===== src/hw/rtl/dqhr_pkg.sv =====
// Shared types and constants for the deque with half rotate.
// No dependencies; imported by every other file of the block.
package dqhr_pkg;

    localparam int DQHR_DEPTH = 64;
    localparam int WORD_W     = 32;
    localparam int SIZE_W     = 7;

    typedef enum logic [2:0] {
        FN_PUSH_FRONT = 3'd0,
        FN_PUSH_BACK  = 3'd1,
        FN_POP_FRONT  = 3'd2,
        FN_POP_BACK   = 3'd3,
        FN_SWAP       = 3'd4
    } func_t;

    typedef enum logic [1:0] {
        ST_OK    = 2'd0,
        ST_EMPTY = 2'd1,
        ST_FULL  = 2'd2
    } status_t;

    typedef struct packed {
        func_t                     func;
        logic signed [WORD_W-1:0]  value;
    } op_item_t;

    typedef struct packed {
        logic signed [WORD_W-1:0]  popped;
        status_t                   status;
        logic [SIZE_W-1:0]         size;
    } result_item_t;

    typedef enum logic [2:0] {
        S_IDLE,
        S_EXEC,
        S_POP_WAIT,
        S_ROT,
        S_ROT_LAST,
        S_RESP
    } state_t;

    typedef enum logic [1:0] {
        K_DONE,
        K_POP,
        K_ROT
    } kind_t;

    typedef struct packed {
        logic accept;
        logic exec;
        logic rot_step;
        logic rot_flush;
        logic resp_load;
    } ctrl_cmd_t;

    typedef struct packed {
        kind_t kind;
        logic  rot_last;
    } dp_stat_t;

endpackage


===== src/hw/rtl/dqhr_ctrl.sv =====
// Sequencing state machine for the deque with half rotate.
// Depends on dqhr_pkg; drives the datapath through ctrl_cmd_t.
module dqhr_ctrl
    import dqhr_pkg::*;
(
    input  logic      clk,
    input  logic      rst_n,
    input  logic      op_valid,
    output logic      op_stall,
    output logic      result_valid,
    input  logic      result_stall,
    input  dp_stat_t  stat,
    output ctrl_cmd_t cmd
);

    state_t state_reg;
    state_t state_next;
    logic   result_valid_reg;
    logic   result_valid_next;
    logic   out_free;

    assign out_free     = !result_valid_reg || !result_stall;
    assign result_valid = result_valid_reg;

    always_comb
    begin
        state_next = state_reg;
        unique case (state_reg)
            S_IDLE:
            begin
                if (op_valid)
                begin
                    state_next = S_EXEC;
                end
            end
            S_EXEC:
            begin
                unique case (stat.kind)
                    K_POP:   state_next = S_POP_WAIT;
                    K_ROT:   state_next = S_ROT;
                    default: state_next = S_RESP;
                endcase
            end
            S_POP_WAIT:
            begin
                state_next = S_RESP;
            end
            S_ROT:
            begin
                if (stat.rot_last)
                begin
                    state_next = S_ROT_LAST;
                end
            end
            S_ROT_LAST:
            begin
                state_next = S_RESP;
            end
            S_RESP:
            begin
                if (out_free)
                begin
                    state_next = S_IDLE;
                end
            end
            default:
            begin
                state_next = S_IDLE;
            end
        endcase
    end

    always_comb
    begin
        cmd      = '0;
        op_stall = 1'b1;
        unique case (state_reg)
            S_IDLE:
            begin
                op_stall   = 1'b0;
                cmd.accept = op_valid;
            end
            S_EXEC:     cmd.exec      = 1'b1;
            S_ROT:      cmd.rot_step  = 1'b1;
            S_ROT_LAST: cmd.rot_flush = 1'b1;
            S_RESP:     cmd.resp_load = out_free;
            default:    cmd           = '0;
        endcase
    end

    always_comb
    begin
        result_valid_next = result_valid_reg;
        if (cmd.resp_load)
        begin
            result_valid_next = 1'b1;
        end
        else if (!result_stall)
        begin
            result_valid_next = 1'b0;
        end
    end

    always_ff @(posedge clk or negedge rst_n)
    begin
        if (!rst_n)
        begin
            state_reg        <= S_IDLE;
            result_valid_reg <= 1'b0;
        end
        else
        begin
            state_reg        <= state_next;
            result_valid_reg <= result_valid_next;
        end
    end

`ifndef NO_ASSERTIONS
    a_load_free: assert property (@(posedge clk) disable iff (!rst_n)
        cmd.resp_load |-> !(result_valid_reg && result_stall))
        else $error("result overwritten while stalled");

    a_accept_exec: assert property (@(posedge clk) disable iff (!rst_n)
        (op_valid && !op_stall) |=> (state_reg == S_EXEC))
        else $error("accepted beat not executed");

    a_load_valid: assert property (@(posedge clk) disable iff (!rst_n)
        cmd.resp_load |=> result_valid_reg)
        else $error("loaded result not presented");
`endif

endmodule


===== src/hw/rtl/dqhr_dp.sv =====
// Datapath of the deque with half rotate: ring store, pointers, count, result register.
// Depends on dqhr_pkg; commanded by dqhr_ctrl.
module dqhr_dp
    import dqhr_pkg::*;
#(
    parameter int DEPTH = DQHR_DEPTH
)
(
    input  logic         clk,
    input  logic         rst_n,
    input  ctrl_cmd_t    cmd,
    input  op_item_t     op,
    output dp_stat_t     stat,
    output result_item_t result
);

    localparam int PW = $clog2(DEPTH);
    localparam int CW = $clog2(DEPTH + 1);
    localparam int SW = CW + 1;
    localparam logic [PW-1:0] LAST_POS = PW'(DEPTH - 1);

    function automatic logic [PW-1:0] wrap(input logic [SW-1:0] s);
        logic [SW-1:0] d;
        begin
            d = (s >= SW'(DEPTH)) ? s - SW'(DEPTH) : s;
            return d[PW-1:0];
        end
    endfunction

    logic [WORD_W-1:0]        mem [DEPTH];
    logic [WORD_W-1:0]        rd_data_reg;

    op_item_t                 op_reg;
    logic [PW-1:0]            front_reg,  front_next;
    logic [CW-1:0]            count_reg,  count_next;
    logic [PW-1:0]            rd_ptr_reg, rd_ptr_next;
    logic [PW-1:0]            wr_ptr_reg, wr_ptr_next;
    logic [CW-1:0]            remain_reg, remain_next;
    logic                     wr_pend_reg, wr_pend_next;
    status_t                  status_reg, status_next;
    logic                     pop_ok_reg, pop_ok_next;
    result_item_t             result_reg;

    logic                     mem_we;
    logic [PW-1:0]            mem_wa;
    logic [WORD_W-1:0]        mem_wd;
    logic                     mem_re;
    logic [PW-1:0]            mem_ra;

    logic                     is_full;
    logic                     is_empty;
    logic [PW-1:0]            tail_pos;
    logic [PW-1:0]            back_pos;
    logic [PW-1:0]            front_dec;
    logic [PW-1:0]            front_inc;
    logic [PW-1:0]            front_rot;
    logic [PW-1:0]            rd_ptr_inc;
    logic [PW-1:0]            wr_ptr_inc;

    assign is_full    = (count_reg >= CW'(DEPTH));
    assign is_empty   = (count_reg == '0);
    assign tail_pos   = wrap(SW'(front_reg) + SW'(count_reg));
    assign back_pos   = wrap(SW'(front_reg) + SW'(count_reg) - SW'(1));
    assign front_dec  = (front_reg == '0) ? LAST_POS : front_reg - 1'b1;
    assign front_inc  = (front_reg == LAST_POS) ? '0 : front_reg + 1'b1;
    assign front_rot  = wrap(SW'(front_reg) + SW'(count_reg >> 1));
    assign rd_ptr_inc = (rd_ptr_reg == LAST_POS) ? '0 : rd_ptr_reg + 1'b1;
    assign wr_ptr_inc = (wr_ptr_reg == LAST_POS) ? '0 : wr_ptr_reg + 1'b1;

    always_comb
    begin
        front_next   = front_reg;
        count_next   = count_reg;
        rd_ptr_next  = rd_ptr_reg;
        wr_ptr_next  = wr_ptr_reg;
        remain_next  = remain_reg;
        wr_pend_next = wr_pend_reg;
        status_next  = status_reg;
        pop_ok_next  = pop_ok_reg;
        mem_we       = 1'b0;
        mem_wa       = wr_ptr_reg;
        mem_wd       = rd_data_reg;
        mem_re       = 1'b0;
        mem_ra       = rd_ptr_reg;
        stat.kind    = K_DONE;
        stat.rot_last = (remain_reg == CW'(1));

        if (cmd.exec)
        begin
            status_next  = ST_OK;
            pop_ok_next  = 1'b0;
            wr_pend_next = 1'b0;
            case (op_reg.func) inside
                FN_PUSH_FRONT, FN_PUSH_BACK:
                begin
                    if (is_full)
                    begin
                        status_next = ST_FULL;
                    end
                    else
                    begin
                        mem_we     = 1'b1;
                        mem_wd     = op_reg.value;
                        count_next = count_reg + 1'b1;
                        if (op_reg.func == FN_PUSH_FRONT)
                        begin
                            mem_wa     = front_dec;
                            front_next = front_dec;
                        end
                        else
                        begin
                            mem_wa = tail_pos;
                        end
                    end
                end
                FN_POP_FRONT, FN_POP_BACK:
                begin
                    if (is_empty)
                    begin
                        status_next = ST_EMPTY;
                    end
                    else
                    begin
                        mem_re      = 1'b1;
                        pop_ok_next = 1'b1;
                        count_next  = count_reg - 1'b1;
                        stat.kind   = K_POP;
                        if (op_reg.func == FN_POP_FRONT)
                        begin
                            mem_ra     = front_reg;
                            front_next = front_inc;
                        end
                        else
                        begin
                            mem_ra = back_pos;
                        end
                    end
                end
                FN_SWAP:
                begin
                    if (count_reg >= CW'(2))
                    begin
                        rd_ptr_next = front_reg;
                        wr_ptr_next = tail_pos;
                        remain_next = count_reg >> 1;
                        front_next  = front_rot;
                        stat.kind   = K_ROT;
                    end
                end
                default:
                begin
                    status_next = ST_OK;
                end
            endcase
        end

        if (cmd.rot_step)
        begin
            mem_re       = 1'b1;
            mem_ra       = rd_ptr_reg;
            rd_ptr_next  = rd_ptr_inc;
            remain_next  = remain_reg - 1'b1;
            wr_pend_next = 1'b1;
            if (wr_pend_reg)
            begin
                mem_we      = 1'b1;
                wr_ptr_next = wr_ptr_inc;
            end
        end

        if (cmd.rot_flush)
        begin
            mem_we       = 1'b1;
            wr_ptr_next  = wr_ptr_inc;
            wr_pend_next = 1'b0;
        end
    end

    // one write and one registered read per cycle
    always_ff @(posedge clk)
    begin
        if (mem_we)
        begin
            mem[mem_wa] <= mem_wd;
        end
        if (mem_re)
        begin
            rd_data_reg <= mem[mem_ra];
        end
    end

    always_ff @(posedge clk)
    begin
        if (cmd.accept)
        begin
            op_reg <= op;
        end
        if (cmd.resp_load)
        begin
            result_reg.popped <= pop_ok_reg ? rd_data_reg : '0;
            result_reg.status <= status_reg;
            result_reg.size   <= SIZE_W'(count_reg);
        end
        rd_ptr_reg <= rd_ptr_next;
        wr_ptr_reg <= wr_ptr_next;
        remain_reg <= remain_next;
        status_reg <= status_next;
        pop_ok_reg <= pop_ok_next;
    end

    always_ff @(posedge clk or negedge rst_n)
    begin
        if (!rst_n)
        begin
            front_reg   <= '0;
            count_reg   <= '0;
            wr_pend_reg <= 1'b0;
        end
        else
        begin
            front_reg   <= front_next;
            count_reg   <= count_next;
            wr_pend_reg <= wr_pend_next;
        end
    end

    assign result = result_reg;

`ifndef NO_ASSERTIONS
    a_count_bound: assert property (@(posedge clk) disable iff (!rst_n)
        count_reg <= CW'(DEPTH))
        else $error("count beyond depth");

    a_front_bound: assert property (@(posedge clk) disable iff (!rst_n)
        front_reg <= LAST_POS)
        else $error("front pointer out of range");

    a_flush_pend: assert property (@(posedge clk) disable iff (!rst_n)
        cmd.rot_flush |-> wr_pend_reg)
        else $error("rotate flush with no word in flight");
`endif

endmodule


===== src/hw/rtl/deque_with_half_rotate.sv =====
// Deque with half rotate: top level joining controller and datapath.
// Push beats pass through EXEC to RESP; pops add POP_WAIT for the registered store read;
// swap halves runs ROT steps, then ROT_LAST; with under two words held it goes to RESP.
// One beat in work at a time: next accept in the cycle after the result loads;
// the next beat is accepted while a result waits. Async active-low reset empties the deque.
module deque_with_half_rotate
    import dqhr_pkg::*;
#(
    parameter int DEPTH = DQHR_DEPTH
)
(
    input  logic         clk,
    input  logic         rst_n,
    input  logic         op_valid,
    output logic         op_stall,
    input  op_item_t     op,
    output logic         result_valid,
    input  logic         result_stall,
    output result_item_t result
);

    ctrl_cmd_t cmd;
    dp_stat_t  stat;

    dqhr_ctrl u_ctrl (
        .clk          (clk),
        .rst_n        (rst_n),
        .op_valid     (op_valid),
        .op_stall     (op_stall),
        .result_valid (result_valid),
        .result_stall (result_stall),
        .stat         (stat),
        .cmd          (cmd)
    );

    dqhr_dp #(
        .DEPTH (DEPTH)
    ) u_dp (
        .clk    (clk),
        .rst_n  (rst_n),
        .cmd    (cmd),
        .op     (op),
        .stat   (stat),
        .result (result)
    );

endmodule

===== config.mk =====
export PLATFORM = sky130hd
export DESIGN_NAME = deque_with_half_rotate
export DESIGN_NICKNAME = d
export VERILOG_FILES = /design/src/hw/rtl/dqhr_pkg.sv /design/src/hw/rtl/dqhr_ctrl.sv /design/src/hw/rtl/dqhr_dp.sv /design/src/hw/rtl/deque_with_half_rotate.sv
export SDC_FILE = /design/constraint.sdc
export NUM_CORES = 2
export LEC_CHECK = 0
export BUFFER_PORTS_ARGS = -buffer_cell sky130_fd_sc_hd__buf_2
export CAP_MARGIN = 40
export CORE_MARGIN = 1.5
export CORE_UTILIZATION = 25
export DETAILED_ROUTE_END_ITERATION = 12
export PLACE_DENSITY = 0.38
export SYNTH_ARGS = -nofsm -noshare
export SYNTH_HDL_FRONTEND = slang
export SYNTH_SLANG_ARGS = --single-unit
export TNS_END_PERCENT = 30

===== constraint.sdc =====
create_clock -name clk -period 12.95 [get_ports clk]
set_input_delay 1.295 -clock clk [delete_from_list [all_inputs] [get_ports clk]]
set_output_delay 1.295 -clock clk [all_outputs]
set_load 0.1 [all_outputs]

==> results.txt <==
critical path capture point type -> flip-flop
final net count -> 5777
Period minus WS final -> 6.401 ns
initial DRC count -> 4845
cells after synthesis -> 5460
vias -> 50250
final setup skew -> 0.05493 ns
DRT Wirelength -> 307900 um
FF-to-FF path depth -> 15
Worst-path clk slew -> 0.06 ns
clock latency at the later pin of the worst-skew pair -> 0.91 ns
Peak supply drop -> 150.5 uV
Max-Cap Viols -> 0
Final Power -> 0.02176 W
Worst EP required -> 13.58 ns
worst reg2reg path startpoint -> u_dp.front_reg[0]
number of global-route vias before repair -> 49560
status -> finished, final reports clean
Combinational Power Share -> 0.278
final-report hold violation count -> 0
DRC Markers -> 0
Post-synth ARST share -> 0.008197
TritonCTS clock tree -> built
Post-synth top flop -> edfxtp_1
antenna violations before repair -> 26
H-tree depth -> 4
syn nets -> 5528
post-synth top area share -> 0.7433
layout cells sized above 1 -> 0.1453
first-pass GRT wire length -> 421600 um
Post-CTS Setup Bufs -> 0
RSZ-0062 raised after global routing -> false
RR Endpoint -> u_dp.rd_data_reg[7]
number of fill cells -> 34590
drt first pass iters -> 7
gpl congestion -> 0.7936
largest net degree at the start of global routing -> 120
cts bufs inserted -> 247
DR vias/cell -> 4.782
Row Count -> 217
Overflow after GRT -> 0
Synth warnings -> 0
clock power share -> 0.308
Die Ht -> 595.5 um
slew at the pin closest to its max-slew limit -> 0.9716 ns
Netlist cell types -> 84
number of synthesized flops with an enable pin -> 2172
Max Root-Sink Buffers -> 4
sw frac -> 0.3450
endpoints failing setup -> 0
post-synth top area cell -> edfxtp_1
Max Slew Vio Count -> 0
Chip Width -> 595.5 um
number of hold buffers added after cts -> 0
Synth Cell Area -> 0.08775 sq mm
clock sink count -> 2196
top cells by area, synth -> edfxtp_1 74%, mux2i_1 7.4%, nand2_1 3.9%
flop2flop setup slack -> 6.55 ns
PostCTS Resize Cnt -> 0
Root Buffer -> clkbuf_16
Switching Power -> 0.007508 W
max reg flops -> 2048
Area growth syn-to-layout -> 17.44%
area of the multi-input gates -> 0.02081 sq mm
sequential fraction of the synthesis area -> 0.7498
CP arrival -> 7.03 ns
Power Internal -> 0.01426 W
DP Wirelength -> 175200 um
Post-DRT Antenna Nets -> 0
Starting Density -> 0.2511
TNS Setup -> 0 ns
post-layout util -> 0.2949
period utilization -> 0.4943
Rel. slew slack -> 0.3337
Fmax -> 0.1562 GHz
Reg area -> 0.06579 sq mm
GRT Total Usage -> 0.1693
Power Density -> 211.2 mW/mm^2
I/O pins -> 82
Flop pwr share -> 0.413
Die ar. -> 0.3546 sq mm
IO Port Bufs -> 81
crit path max fanout -> 35
critical path class -> flip-flop to flip-flop
Pleak -> 34.31 nW
Avg Inst Size Synth -> 16.07 sq um
startpoint types -> flip-flop
HP Class -> primary input to async pin
Wirelength per Cell -> 29.30 um
Synth Register Bits -> 2196
core footprint -> 0.3494 sq mm
## through the flow
| stage | worst slack (ns) | area, sq um | hold WS (ns) | std cells |
|---|---|---|---|---|
| final | 6.549 | 103100 | 0.3995 | 10510 |
| after global routing | 6.355 | 103000 | 0.3805 | 10500 |
| after CTS | 6.507 | 103000 | 0.3501 | 10500 |
| after detailed placement | 6.470 | 95470 | 0.4244 | 10060 |
| after global placement | 6.442 | 94300 | 0.4379 | 9996 |
| after floorplan | 8.673 | 87750 | 0.4003 | 5460 |
## critical path: stages, from the launching register on
cell	delay (ns)
dfrtp_1	0.58
ha_1	0.28
fa_1	0.49
inv_1	0.11
ha_1	0.20
xor3_1	0.23
mux2i_1	0.37
mux2i_4	0.11
buf_4	0.30
nor2_4	0.54
buf_4	0.69
buf_4	0.60
a32oi_1	0.11
nand4_1	0.29
nand4_1	0.46
or4_1	0.66
## power by group through the flow
| stage | clock network [W] | logic (W) | registers [W] |
|---|---|---|---|
| 2_1_floorplan | 0 | 0.00324 | 0.00933 |
| 3_3_place_gp | 0 | 0.00602 | 0.00914 |
| 3_5_place_dp | 0 | 0.00616 | 0.00914 |
| 4_1_cts | 0.00689 | 0.00617 | 0.00899 |
| 5_1_grt | 0.00713 | 0.00643 | 0.00902 |
| 6_report | 0.00671 | 0.00606 | 0.00900 |
## final cells by class
class	instances	share of cell area
Sequential cell	2196	0.6385
Clock buffer	301	0.06246
Timing Repair Buffer	319	0.02914
Tap cell	4599	0.05584
Multi-Input combinational cell	2917	0.2020
Inverter	28	0.001081
Antenna cell	11	0.0002671
Clock inverter	137	0.01078
## synthesized netlist by cell type, drive strengths merged, types with 11 or more instances
cell    instances
nand3         242
or4            24
nand2         914
ha             26
nand4          97
nor3           19
nor2          120
and3           11
mux2i         648
and2           38
mux4           67
o21ai          59
o22ai          32
o311ai         11
edfxtp       2172
a21oi         157
a32o           18
inv            27
a221oi         40
mux2           49
clkbuf        121
xnor2          23
a32oi         155
dfrtp          18
buf           198
## metal layers
layer  routed length (um)  up-vias  track usage
met2               144700     1402       0.2766
met1               141400    26720       0.2386
met3                14830      349      0.02192
li1                     -    21780            -
met4                 7026        0      0.03832
met5                    0        -            0
## kinds of logic (layout without fill, tap and decap cells)
kind of cell / after synthesis / after routing / synth area share
compound gates: 579 / 579 / 0.04787
simple gates: 1510 / 1510 / 0.07574
other cells: 0 / 11 / 0
flops: 2196 / 2196 / 0.7498
xor+xnor: 35 / 35 / 0.004149
mux: 764 / 764 / 0.09777
buf+inv: 347 / 785 / 0.02029
fa+ha+maj: 29 / 29 / 0.004392
## worst max-delay path by stage
stage                            startpoint                  end  slack (ns)  cells after the start
after floorplan             u_dp.op_reg[33]       u_dp.mem[0][0]        8.67                     10
after global placement    u_dp.front_reg[0]  u_dp.rd_data_reg[1]        6.44                     14
after detailed placement  u_dp.front_reg[0]  u_dp.rd_data_reg[7]        6.47                     15
after CTS                 u_dp.front_reg[0]  u_dp.rd_data_reg[7]        6.51                     15
after global routing      u_dp.front_reg[0]  u_dp.rd_data_reg[2]        6.36                     15
final                     u_dp.front_reg[0]  u_dp.rd_data_reg[7]        6.55                     15
## cell usage in the layout, fill, tap and decap left out, types with 71 or more instances in the layout
cell / instances
a21oi_1: 156
a32oi_1: 155
buf_2: 83
buf_4: 181
clkbuf_16: 249
edfxtp_1: 2172
mux2i_1: 645
nand2_1: 911
nand3_1: 241
nand4_1: 97
nor2_4: 71
Power figures use the tool's default switching activity.
